==> config.mk <==
export PLATFORM = sky130hd
export DESIGN_NAME = rbfs_cut
export DESIGN_NICKNAME = d
export VERILOG_FILES = /design/src/rtl/rbfs_pkg.sv /design/src/rtl/rbfs_cut.sv
export SDC_FILE = /design/constraint.sdc
export NUM_CORES = 1
export LEC_CHECK = 0
export ABC_CLOCK_PERIOD_IN_PS = 8300
export BUFFER_PORTS_ARGS = -buffer_cell sky130_fd_sc_hd__buf_2
export CAP_MARGIN = 20
export CORE_AREA = 5 5 95 97
export DETAILED_ROUTE_END_ITERATION = 7
export DIE_AREA = 0 0 100 102
export PLACE_DENSITY = 0.84
export SLEW_MARGIN = 20
export SYNTH_ARGS = -nofsm -noshare
export SYNTH_HDL_FRONTEND = slang
export SYNTH_SLANG_ARGS = --single-unit
==> constraint.sdc <==
create_clock -name vclk -period 8.3
set_input_delay 1.66 -clock vclk [all_inputs]
set_output_delay 1.66 -clock vclk [all_outputs]
set_load 0.01 [all_outputs]
==> src/rtl/rbfs_pkg.sv <==
// ----------------------------------------------------------------------------
// rbfs_pkg
// Shared types and constants of the region breadth-first splitter.
// ----------------------------------------------------------------------------
package rbfs_pkg;

    // Split mode register values
    localparam logic MODE_LONGEST = 1'b0;
    localparam logic MODE_XY      = 1'b1;

    // Cut axis codes
    typedef logic [1:0] t_axis;
    localparam t_axis AXIS_X = 2'd0;
    localparam t_axis AXIS_Y = 2'd1;
    localparam t_axis AXIS_Z = 2'd2;

    // Fixed result and port widths
    localparam int VOXEL_W = 31;
    localparam logic [VOXEL_W-1:0] VOXEL_MAX = {VOXEL_W{1'b1}};
    localparam int INDEX_W = 6;
    localparam int COUNT_IN_W = 7;
    localparam int APB_DATA_W = 32;

    // Status of the halving unit toward the sequencer
    typedef struct packed {
        logic  unit_volume;
        t_axis axis;
    } t_cut_status;

endpackage

==> src/rtl/rbfs_cut.sv <==
// ----------------------------------------------------------------------------
// rbfs_cut
// Halving unit: picks the cut axis of one table entry and forms both halves.
// ----------------------------------------------------------------------------
module rbfs_cut #(
    parameter int COORD_BITS = 16,
    parameter int SIZE_BITS  = 11
) (
    input  logic                             i_mode,
    input  logic [2:0][COORD_BITS-1:0]       i_start,
    input  logic [2:0][SIZE_BITS-1:0]        i_size,
    output logic [2:0][SIZE_BITS-1:0]        o_lo_size,
    output logic [2:0][COORD_BITS-1:0]       o_hi_start,
    output logic [2:0][SIZE_BITS-1:0]        o_hi_size,
    output rbfs_pkg::t_cut_status            o_status
);
    import rbfs_pkg::*;

    t_axis                 axis;
    logic [SIZE_BITS-1:0]  cut_size;
    logic [SIZE_BITS-1:0]  half;
    logic [COORD_BITS-1:0] cut_start;

    // Pick the longest axis, ties going x, then y, then z; XY mode picks y wherever x is not chosen
    always_comb begin
        if (i_size[0] >= i_size[1] && i_size[0] >= i_size[2]) begin
            axis = AXIS_X;
        end else if (i_mode == MODE_XY || i_size[1] >= i_size[2]) begin
            axis = AXIS_Y;
        end else begin
            axis = AXIS_Z;
        end
    end

    // Select the extent and start of the cut axis
    always_comb begin
        case (axis)
            AXIS_X: begin
                cut_size  = i_size[0];
                cut_start = i_start[0];
            end
            AXIS_Y: begin
                cut_size  = i_size[1];
                cut_start = i_start[1];
            end
            AXIS_Z: begin
                cut_size  = i_size[2];
                cut_start = i_start[2];
            end
            default: begin
                cut_size  = i_size[0];
                cut_start = i_start[0];
            end
        endcase
    end

    assign half = cut_size >> 1;

    // Lower half keeps floor(n/2), upper half takes the rest
    always_comb begin
        o_lo_size  = i_size;
        o_hi_start = i_start;
        o_hi_size  = i_size;
        for (int a = 0; a < 3; a++) begin
            if (axis == t_axis'(a)) begin
                o_lo_size[a]  = half;
                o_hi_start[a] = cut_start + COORD_BITS'(half);
                o_hi_size[a]  = cut_size - half;
            end
        end
    end

    // A single-voxel entry stops the run
    assign o_status.unit_volume = (i_size[0] == SIZE_BITS'(1)) &&
                                  (i_size[1] == SIZE_BITS'(1)) &&
                                  (i_size[2] == SIZE_BITS'(1));
    assign o_status.axis = axis;

endmodule
Yosys cells after proc, flatten, opt, wreduce, memory -nomap -nowiden
Index checks and enable logic that the tools add are counted.
{"block": "totals", "regBits": 0, "out_inout_bits": 117, "inputBits": 82, "wordCells": 28}
{"block": "classes", "n_eq_ne": 5, "reduce_logical": 5, "magnitude_cmp": 3, "mux": 13, "addsub": 2}
{"op": "$mux 11", "n": 6}
{"op": "$mux 16", "n": 3}
{"op": "$eq 11x1->1 const B", "n": 3}
{"op": "$ge 11x11->1", "n": 3}
{"op": "$pmux 16 s2", "n": 1}
{"op": "$pmux 11 s2", "n": 1}
{"op": "$add 16x10->16", "n": 1}
{"op": "$sub 11x10->11", "n": 1}
{"op": "$mux 2", "n": 2}
{"op": "$logic_and 1x1->1", "n": 3}
{"op": "$eq 2x1->1 const B", "n": 1}
{"op": "$eq 2x2->1 const B", "n": 1}
{"op": "$logic_not 2->1", "n": 1}
{"op": "$logic_or 1x1->1", "n": 1}

Depth between registers and ports, before layout
Gate-level depths: netlist of run 1.
{"block": "logic_depth", "ltp_word": 8, "depth_mapped": 24, "depth_no_buf": 20}

Worst setup path after synthesis of run 1
OpenSTA, ideal clock, no wires.
{"block": "synth_path", "path_type": "input-to-output", "from": "input i_size[28] (netlist name)", "to": "output o_hi_start[28] (netlist name)", "arrival_ns": 5.600, "path_buffers": 4, "required_ns": 6.640, "cell_stages": 22, "slack_ns": 1.040, "cell_sequence": "inv_1 -> ha_1 -> nand2_1 -> o21a_1 -> o211a_1 -> buf_4 -> nand2_2 -> buf_6 -> clkbuf_1 -> mux2i_1 -> o21ai_0 -> ha_1 -> and2_1 -> o21a_1 -> nor2_1 -> nor2b_1 -> or2_2 -> a21oi_1 -> nor2b_1 -> buf_1 -> o311ai_1 -> xnor2_1"}
{"item": "start, declared", "line_no": "rbfs_cut.sv:11", "source": "input logic [2:0][SIZE_BITS-1:0] i_size,"}
{"item": "end, declared", "line_no": "rbfs_cut.sv:13", "source": "output logic [2:0][COORD_BITS-1:0] o_hi_start,"}

==> flow_summary.html, run 1 <==
<table>
<tr><th>Metric</th><th>Value</th></tr>
<tr><th colspan="2">Status</th></tr>
<tr><td>Status</td><td>finished clean</td></tr>
<tr><th colspan="2">Floorplan</th></tr>
<tr><td>Starting density of the core</td><td>between 40% and 50%</td></tr>
<tr><td>Height of the chip</td><td>slightly above 100 um</td></tr>
<tr><td>I/O Pins</td><td>between 150 and 200</td></tr>
<tr><td>Die boundary width</td><td>~100 um</td></tr>
<tr><td>Number of standard-cell rows in the floorplan</td><td>33</td></tr>
<tr><td>Overall die area</td><td>10200 um2</td></tr>
<tr><td>CORE AREA</td><td>around 8100 um2</td></tr>
<tr><th colspan="2">Yosys</th></tr>
<tr><td>Synth cell types</td><td>a little over 70</td></tr>
<tr><td>Top-area cell type share of the netlist area</td><td>between 10% and 20%</td></tr>
<tr><td>Mapped Avg Cell Area</td><td>6.459 um2</td></tr>
<tr><td>Share of synthesized area occupied by flip-flops and latches</td><td>0%</td></tr>
<tr><td>Synth area leader</td><td>sky130_fd_sc_hd__ha_1</td></tr>
<tr><td>Combined area of all synthesized cells</td><td>3817 um2</td></tr>
<tr><td>Net count after synthesis</td><td>722</td></tr>
<tr><td>Gate count after technology mapping</td><td>just under 600</td></tr>
<tr><td>Area contributors post-synth</td><td>sky130_fd_sc_hd__ha_1 (16%), sky130_fd_sc_hd__nand2_1 (12%), sky130_fd_sc_hd__o21ai_0 (9.6%), sky130_fd_sc_hd__xnor2_1 (7.6%), sky130_fd_sc_hd__a21oi_1 (4.2%)</td></tr>
<tr><td>Yosys warning total</td><td>0</td></tr>
<tr><th colspan="2">Critical path</th></tr>
<tr><td>Kind of end point of the critical path</td><td>output pin</td></tr>
<tr><td>Cell with the largest stage delay on the worst path</td><td>sky130_fd_sc_hd__o21ai_0</td></tr>
<tr><td>Startpoint-to-endpoint class of the critical path</td><td>in2out</td></tr>
<tr><td>Crit start category</td><td>input port</td></tr>
<tr><td>Data arrival time at the worst-slack endpoint</td><td>6.27 ns</td></tr>
<tr><td>Largest fanout on the critical path</td><td>23</td></tr>
<tr><td>Delay contributed by the slowest stage of the critical path</td><td>approximately 0.41 ns</td></tr>
<tr><td>Cells traversed along the worst timing path</td><td>buf_2 -&gt; inv_1 -&gt; ha_1 -&gt; a211o_1 -&gt; o211ai_2 -&gt; o211a_1 -&gt; nand2_2 -&gt; nor2_1 -&gt; a21oi_1 -&gt; o21ai_0 -&gt; ha_1 -&gt; and2_1 -&gt; o21a_1 -&gt; nor2_1 -&gt; nor2b_1 -&gt; or2_2 -&gt; a21oi_1 -&gt; nor2b_1 -&gt; o311ai_1 -&gt; xnor2_1 -&gt; buf_2</td></tr>
<tr><td>Number of buffers and inverters on the critical path</td><td>3</td></tr>
<tr><td>Critical Path RT</td><td>about 6.6 ns</td></tr>
<tr><td>Cell family with the largest share of critical-path delay</td><td>compound AO/OA/AOI/OAI gates</td></tr>
<tr><th colspan="2">Detailed routing</th></tr>
<tr><td>Via count</td><td>~5100</td></tr>
<tr><td>Initial detailed-routing violation count</td><td>between 300 and 400</td></tr>
<tr><td>Vias per std cell</td><td>about 5.9</td></tr>
<tr><td>Antenna Violating Nets Remaining</td><td>0</td></tr>
<tr><td>Post-detailed-route wirelength per cell</td><td>between 15 and 20 um</td></tr>
<tr><td>Pre-antenna DRT Iters</td><td>5</td></tr>
<tr><td>Final routed wirelength across all metal layers</td><td>between 10 and 15 mm</td></tr>
<tr><td>DRC violations left</td><td>0</td></tr>
<tr><th colspan="2">Placed design</th></tr>
<tr><td>Routability congestion estimate</td><td>~0.97</td></tr>
<tr><td>Port Buffer Count</td><td>roughly 200</td></tr>
<tr><td>DPL Wire Length</td><td>12.19 mm</td></tr>
<tr><td>Placement-stage cell area</td><td>4841 um2</td></tr>
<tr><th colspan="2">Pwr</th></tr>
<tr><td>Power per standard cell area</td><td>roughly 150 nW/um2</td></tr>
<tr><td>Worst ir drop on vdd</td><td>approximately 0.10 mV</td></tr>
<tr><td>P_leak</td><td>between 2 and 2.5 nW</td></tr>
<tr><th colspan="2">STA</th></tr>
<tr><td>Total Negative Setup Slacks</td><td>0 ns</td></tr>
<tr><td>Worst Hold Margin</td><td>~3.6 ns</td></tr>
<tr><td>Actual slew at the worst max-slew pin</td><td>around 0.76 ns</td></tr>
<tr><td>Clock period minus worst slack</td><td>7.928 ns</td></tr>
<tr><td>Highest Clock Rate</td><td>around 130 MHz</td></tr>
<tr><td>Setup repair after global routing missed its margin</td><td>false</td></tr>
<tr><td>Headroom to the max-slew limit</td><td>49.23%</td></tr>
<tr><td>Max-slew violation count</td><td>0</td></tr>
<tr><td>Number of endpoints with negative hold slack in the final report</td><td>0</td></tr>
<tr><td>Endpoints failing setup</td><td>0</td></tr>
<tr><td>Share of the clock period used by the worst path</td><td>approximately 96%</td></tr>
<tr><th colspan="2">Finish</th></tr>
<tr><td>Area delta synth-&gt;final</td><td>26.81%</td></tr>
<tr><td>Finished Cell Area</td><td>slightly below 5000 um2</td></tr>
<tr><td>Fraction of layout cells with a size suffix above 1</td><td>about a third</td></tr>
<tr><td>Number of sequential cells in the layout</td><td>0</td></tr>
<tr><td>Final #Nets</td><td>897</td></tr>
<tr><td>Diode count</td><td>0</td></tr>
<tr><td>Most common library cell in the layout ignoring fill and taps</td><td>sky130_fd_sc_hd__buf_2</td></tr>
<tr><td>Most frequent cells in the layout</td><td>sky130_fd_sc_hd__buf_2 (199), sky130_fd_sc_hd__nand2_1 (120), sky130_fd_sc_hd__o21ai_0 (73)</td></tr>
<tr><td>Register area</td><td>0 um2</td></tr>
<tr><td>Number of clock buffer instances in the layout</td><td>0</td></tr>
<tr><th colspan="2">GRT</th></tr>
<tr><td>Global-route total usage across every layer</td><td>between 20% and 30%</td></tr>
<tr><td>Total overflow reported by the global router</td><td>0</td></tr>
<tr><td>Pin count of the biggest net entering global routing</td><td>46</td></tr>
<tr><td>Via count of the first global-routing pass</td><td>4847</td></tr>
<tr><td>Wire length of the first global-routing pass</td><td>around 23 mm</td></tr>
<tr><td>Number of antenna violations at the first check in global routing</td><td>0</td></tr>
<tr><th colspan="2">CTS</th></tr>
<tr><td>Post-cts resize count</td><td>0</td></tr>
<tr><td>Post-CTS setup buffer count</td><td>0</td></tr>
<tr><td>Hold buffer count at CTS</td><td>0</td></tr>
<tr><th colspan="2">Worst hold path</th></tr>
<tr><td>Worst min path class</td><td>in2out</td></tr>
<tr><th colspan="2">Job</th></tr>
<tr><td>Maxcap violations</td><td>0</td></tr>
</table>
## synthesized netlist by cell type, types with 3 or more instances
master	n
sky130_fd_sc_hd__nand2_1	120
sky130_fd_sc_hd__nor4_1	7
sky130_fd_sc_hd__o21a_1	7
sky130_fd_sc_hd__buf_6	3
sky130_fd_sc_hd__xor2_1	6
sky130_fd_sc_hd__nand4_1	6
sky130_fd_sc_hd__o211ai_2	4
sky130_fd_sc_hd__and4_1	3
sky130_fd_sc_hd__a221oi_1	4
sky130_fd_sc_hd__inv_1	38
sky130_fd_sc_hd__and3_1	3
sky130_fd_sc_hd__o21ai_0	73
sky130_fd_sc_hd__nor2b_1	7
sky130_fd_sc_hd__nand3_1	9
sky130_fd_sc_hd__nor2_1	25
sky130_fd_sc_hd__o2111ai_1	3
sky130_fd_sc_hd__o31ai_1	13
sky130_fd_sc_hd__ha_1	48
sky130_fd_sc_hd__a211oi_1	3
sky130_fd_sc_hd__xnor2_1	33
sky130_fd_sc_hd__o211ai_1	5
sky130_fd_sc_hd__clkbuf_1	25
sky130_fd_sc_hd__o21ai_1	21
sky130_fd_sc_hd__o311ai_2	3
sky130_fd_sc_hd__mux2i_1	12
sky130_fd_sc_hd__mux2_2	7
sky130_fd_sc_hd__a31oi_4	3
sky130_fd_sc_hd__a21oi_1	32
sky130_fd_sc_hd__a31oi_1	3
sky130_fd_sc_hd__and2_1	4
sky130_fd_sc_hd__nor3_1	11
sky130_fd_sc_hd__o311ai_1	3
## kinds of logic after synthesis
family	count (synthesis)	share of synthesized area (%)
adders and majority gates	49	16.26
muxes	20	5.507
xor gates and xnor gates	39	8.948
and+or+nand+nor	208	24.71
buffers and inverters	72	7.866
AOI/OAI and AO/OA	203	36.71
## layout make-up
type / instances / area [um2]
Multi-Input combinational cell: 519 / 3518
Tap cell: 105 / 131.4
Timing Repair Buffer: 205 / 1041
Inverter: 40 / 150.1
Fill cell: 801 / 3211
## report_power, final
part	total, mW	switching, mW	internal (mW)
combinational	0.708	0.438	0.269
sequential	0	0	0
clock	0	0	0
total	0.708	0.438	0.269
## path summary, 6_finish.rpt
path	start	to	cells after the start
setup / recovery	i_size[30]	o_hi_start[30]	21
hold / removal	i_start[47]	o_hi_start[47]	3
## per-stage QoR
stage	std cells	util, %	setup WS, ns	total power [mW]
floorplan	591	-	1.040	0.4605
global placement	869	60.12	0.6438	0.6816
detailed placement	869	60.12	0.4178	0.6983
CTS	869	60.12	0.3858	0.7023
global route	869	60.12	0.003182	0.7702
finish	869	60.12	0.3719	0.7077
## layer usage
| metal | vias up | global-route usage (%) | part of all wire [%] |
|---|---|---|---|
| met5 | - | 0 | 0 |
| met4 | 0 | 7.668 | 2.5 |
| met3 | 38 | 2.184 | 7.6 |
| met2 | 251 | 49.82 | 50 |
| met1 | 2359 | 33.41 | 40 |
| li1 | 2487 | - | - |
Note: power is estimated with default switching activity, not from simulation.
==> run 2: changes to the inputs <==
ABC_CLOCK_PERIOD_IN_PS = 8500   (was 8300)
CELL_PAD_IN_SITES_DETAIL_PLACEMENT = 1   (was default)
CELL_PAD_IN_SITES_GLOBAL_PLACEMENT = 2   (was default)
CORE_AREA = 5 5 133 135   (was 5 5 95 97)
DIE_AREA = 0 0 138 140   (was 0 0 100 102)
PLACE_DENSITY = default   (was 0.84)
PLACE_DENSITY_LB_ADDON = 0.1   (was default)
clock period = 8.5 ns   (was 8.3 ns; I/O delays follow)
==> run 2 against run 1 <==
  * Utilization down 30 points
  * First-iteration DRC count down 54%
  * Hold slack better by 0.083 ns
  * Non-clock buffer count up 1
  * Setup slack better by 0.11 ns
  * Die area up 89%
  * Final area up 3.2%
  * Sequential share of layout area unchanged
==> flow_summary.html, run 2 (same netlist as run 1, synthesis figures left out) <==
<table>
<tr><th>Metric</th><th>Value</th></tr>
<tr><th colspan="2">Detailed routing</th></tr>
<tr><td>Via count</td><td>slightly above 5000</td></tr>
<tr><td>Antenna Violating Nets Remaining</td><td>0</td></tr>
<tr><td>Pre-antenna DRT Iters</td><td>4</td></tr>
<tr><td>Post-detailed-route wirelength per cell</td><td>~20 um</td></tr>
<tr><td>DRC violations left</td><td>0</td></tr>
<tr><td>Initial detailed-routing violation count</td><td>around 140</td></tr>
<tr><td>Final routed wirelength across all metal layers</td><td>around 19 mm</td></tr>
<tr><td>Detailed-routed wire length on met3</td><td>between 700 and 800 um</td></tr>
<tr><td>Met2 Wirelength</td><td>about 9.6 mm</td></tr>
<tr><td>Vias per std cell</td><td>5.103</td></tr>
<tr><td>WL met1</td><td>8.486 mm</td></tr>
<tr><td>Highest layer used for signal routing</td><td>met4</td></tr>
<tr><th colspan="2">Floorplan</th></tr>
<tr><td>I/O Pins</td><td>slightly below 200</td></tr>
<tr><td>Starting density of the core</td><td>between 20% and 30%</td></tr>
<tr><td>Number of standard-cell rows in the floorplan</td><td>47</td></tr>
<tr><td>Overall die area</td><td>19320 um2</td></tr>
<tr><td>CORE AREA</td><td>between 15000 and 20000 um2</td></tr>
<tr><td>Die boundary width</td><td>138 um</td></tr>
<tr><td>Height of the chip</td><td>~140 um</td></tr>
<tr><th colspan="2">STA</th></tr>
<tr><td>Number of endpoints with negative hold slack in the final report</td><td>0</td></tr>
<tr><td>Share of the clock period used by the worst path</td><td>a little over nine tenths</td></tr>
<tr><td>Endpoints failing setup</td><td>0</td></tr>
<tr><td>Clock period minus worst slack</td><td>approximately 8.0 ns</td></tr>
<tr><td>Total Negative Setup Slacks</td><td>0 ns</td></tr>
<tr><td>Setup repair after global routing missed its margin</td><td>false</td></tr>
<tr><td>Headroom to the max-slew limit</td><td>about 45%</td></tr>
<tr><td>Highest Clock Rate</td><td>124.7 MHz</td></tr>
<tr><td>Actual slew at the worst max-slew pin</td><td>between 0.8 and 0.9 ns</td></tr>
<tr><td>Max-slew violation count</td><td>0</td></tr>
<tr><td>Worst Hold Margin</td><td>about 3.7 ns</td></tr>
<tr><th colspan="2">Finish</th></tr>
<tr><td>Post-route core utilization</td><td>30.57%</td></tr>
<tr><td>Layout filler cell count</td><td>around 2200</td></tr>
<tr><td>Most common library cell in the layout ignoring fill and taps</td><td>sky130_fd_sc_hd__buf_2</td></tr>
<tr><td>Register area</td><td>0 um2</td></tr>
<tr><td>Area delta synth-&gt;final</td><td>30.91%</td></tr>
<tr><td>Final #Nets</td><td>about 900</td></tr>
<tr><td>Diode count</td><td>0</td></tr>
<tr><td>Most frequent cells in the layout</td><td>sky130_fd_sc_hd__buf_2 (199), sky130_fd_sc_hd__nand2_1 (120), sky130_fd_sc_hd__o21ai_0 (73)</td></tr>
<tr><td>Number of clock buffer instances in the layout</td><td>0</td></tr>
<tr><td>Number of sequential cells in the layout</td><td>0</td></tr>
<tr><td>Fraction of layout cells with a size suffix above 1</td><td>32.42%</td></tr>
<tr><th colspan="2">Pwr</th></tr>
<tr><td>Comb pwr share</td><td>100.0%</td></tr>
<tr><td>Part of the total power dissipated in sequential elements</td><td>0%</td></tr>
<tr><td>Power per standard cell area</td><td>142.8 nW/um2</td></tr>
<tr><td>Total chip power</td><td>approximately 0.7 mW</td></tr>
<tr><td>Worst ir drop on vdd</td><td>between 0.04 and 0.05 mV</td></tr>
<tr><td>Switching fraction of total power</td><td>62.94%</td></tr>
<tr><td>P_leak</td><td>between 2 and 2.5 nW</td></tr>
<tr><td>Fraction of power consumed by the clock network</td><td>0%</td></tr>
<tr><td>Switching power</td><td>0.4490 mW</td></tr>
<tr><td>Cell internal power dissipation</td><td>between 0.2 and 0.3 mW</td></tr>
<tr><th colspan="2">GRT</th></tr>
<tr><td>Total overflow reported by the global router</td><td>0</td></tr>
<tr><td>Pin count of the biggest net entering global routing</td><td>46</td></tr>
<tr><td>Global-route total usage across every layer</td><td>between 10% and 20%</td></tr>
<tr><td>Number of antenna violations at the first check in global routing</td><td>0</td></tr>
<tr><td>Via count of the first global-routing pass</td><td>between 5000 and 6000</td></tr>
<tr><td>Wire length of the first global-routing pass</td><td>a little over 30 mm</td></tr>
<tr><th colspan="2">Critical path</th></tr>
<tr><td>Number of buffers and inverters on the critical path</td><td>3</td></tr>
<tr><td>Kind of end point of the critical path</td><td>output pin</td></tr>
<tr><td>Worst setup path startpoint</td><td>i_size[30]</td></tr>
<tr><td>Data arrival time at the worst-slack endpoint</td><td>around 6.3 ns</td></tr>
<tr><td>Critical Path RT</td><td>just under 7 ns</td></tr>
<tr><td>Cell with the largest stage delay on the worst path</td><td>sky130_fd_sc_hd__nand2_2</td></tr>
<tr><td>Termination of the worst setup path</td><td>o_hi_start[41]</td></tr>
<tr><td>Cells traversed along the worst timing path</td><td>buf_2 -&gt; inv_1 -&gt; ha_1 -&gt; a211o_1 -&gt; o211ai_2 -&gt; o211a_1 -&gt; nand2_2 -&gt; nor2_1 -&gt; a21oi_1 -&gt; o21ai_0 -&gt; ha_1 -&gt; and2_1 -&gt; o21a_1 -&gt; nor2_1 -&gt; nor2b_1 -&gt; or2_2 -&gt; a21oi_1 -&gt; o21a_1 -&gt; nand2_1 -&gt; xor2_1 -&gt; mux2_2 -&gt; buf_2</td></tr>
<tr><td>Crit start category</td><td>input port</td></tr>
<tr><td>Startpoint-to-endpoint class of the critical path</td><td>in2out</td></tr>
<tr><td>Delay contributed by the slowest stage of the critical path</td><td>0.39 ns</td></tr>
<tr><td>Critical path depth</td><td>22</td></tr>
<tr><td>Largest fanout on the critical path</td><td>21</td></tr>
<tr><td>Cell family with the largest share of critical-path delay</td><td>compound AO/OA/AOI/OAI gates</td></tr>
<tr><th colspan="2">CTS</th></tr>
<tr><td>Post-cts resize count</td><td>0</td></tr>
<tr><td>Hold buffer count at CTS</td><td>0</td></tr>
<tr><td>Post-CTS setup buffer count</td><td>0</td></tr>
<tr><th colspan="2">Placed design</th></tr>
<tr><td>Port Buffer Count</td><td>about 200</td></tr>
<tr><td>DPL Wire Length</td><td>about 16 mm</td></tr>
<tr><td>Routability congestion estimate</td><td>0.8179</td></tr>
<tr><th colspan="2">Worst hold path</th></tr>
<tr><td>Worst min path class</td><td>in2out</td></tr>
<tr><th colspan="2">Job</th></tr>
<tr><td>Maxcap violations</td><td>0</td></tr>
<tr><th colspan="2">Status</th></tr>
<tr><td>Status</td><td>finished clean</td></tr>
</table>
run 2: changes by cell type in the layout (fill, tap and decap cells not counted):
cell / before / now
sky130_fd_sc_hd__nand3_1: 9 / 8
sky130_fd_sc_hd__buf_4: 6 / 7
sky130_fd_sc_hd__nand3_2: 0 / 1
run 2: per-stage QoR:
stage	std cells	setup WS, ns	instance area (um2)
2_1_floorplan	591	1.160	3817
3_3_place_gp	985	0.4977	4997
3_5_place_dp	985	0.4549	4997
4_1_cts	985	0.4598	4997
5_1_grt	985	0.06830	4997
6_report	985	0.4802	4997
run 2: area by class of cell:
type                            instances  area, um2  area share, %
Inverter                               40      150.1          3.005
Multi-Input combinational cell        519       3523          70.51
Tap cell                              220      275.3          5.508
Timing Repair Buffer                  206       1049          20.98
run 2: worst min-delay path, stage by stage:
cell and delay, ns:
sky130_fd_sc_hd__buf_2 0.08, sky130_fd_sc_hd__xnor2_1 0.06, sky130_fd_sc_hd__buf_2 0.13
run 2: how the worst min path moves through the flow:
stage / start / to / cells past startpoint
6_report: i_start[47] / o_hi_start[47] / 3
5_1_grt: i_start[47] / o_hi_start[47] / 3
4_1_cts: i_start[47] / o_hi_start[47] / 3
3_5_place_dp: i_start[47] / o_hi_start[47] / 3
3_3_place_gp: i_start[15] / o_hi_start[15] / 3
2_1_floorplan: i_size[23] / o_status[2] / 1
run 2: routing by layer:
layer	global-route usage [%]	vias up
met2	34.69	144
li1	-	2492
met3	1.534	18
met5	0	-
met1	24.39	2372
met4	2.288	0
run 2: power by group through the flow:
stage	Clock, mW	Sequential, mW	Combinational (mW)
3_3_place_gp	0	0	0.708
4_1_cts	0	0	0.725
5_1_grt	0	0	0.792
2_1_floorplan	0	0	0.450
6_report	0	0	0.713
3_5_place_dp	0	0	0.721
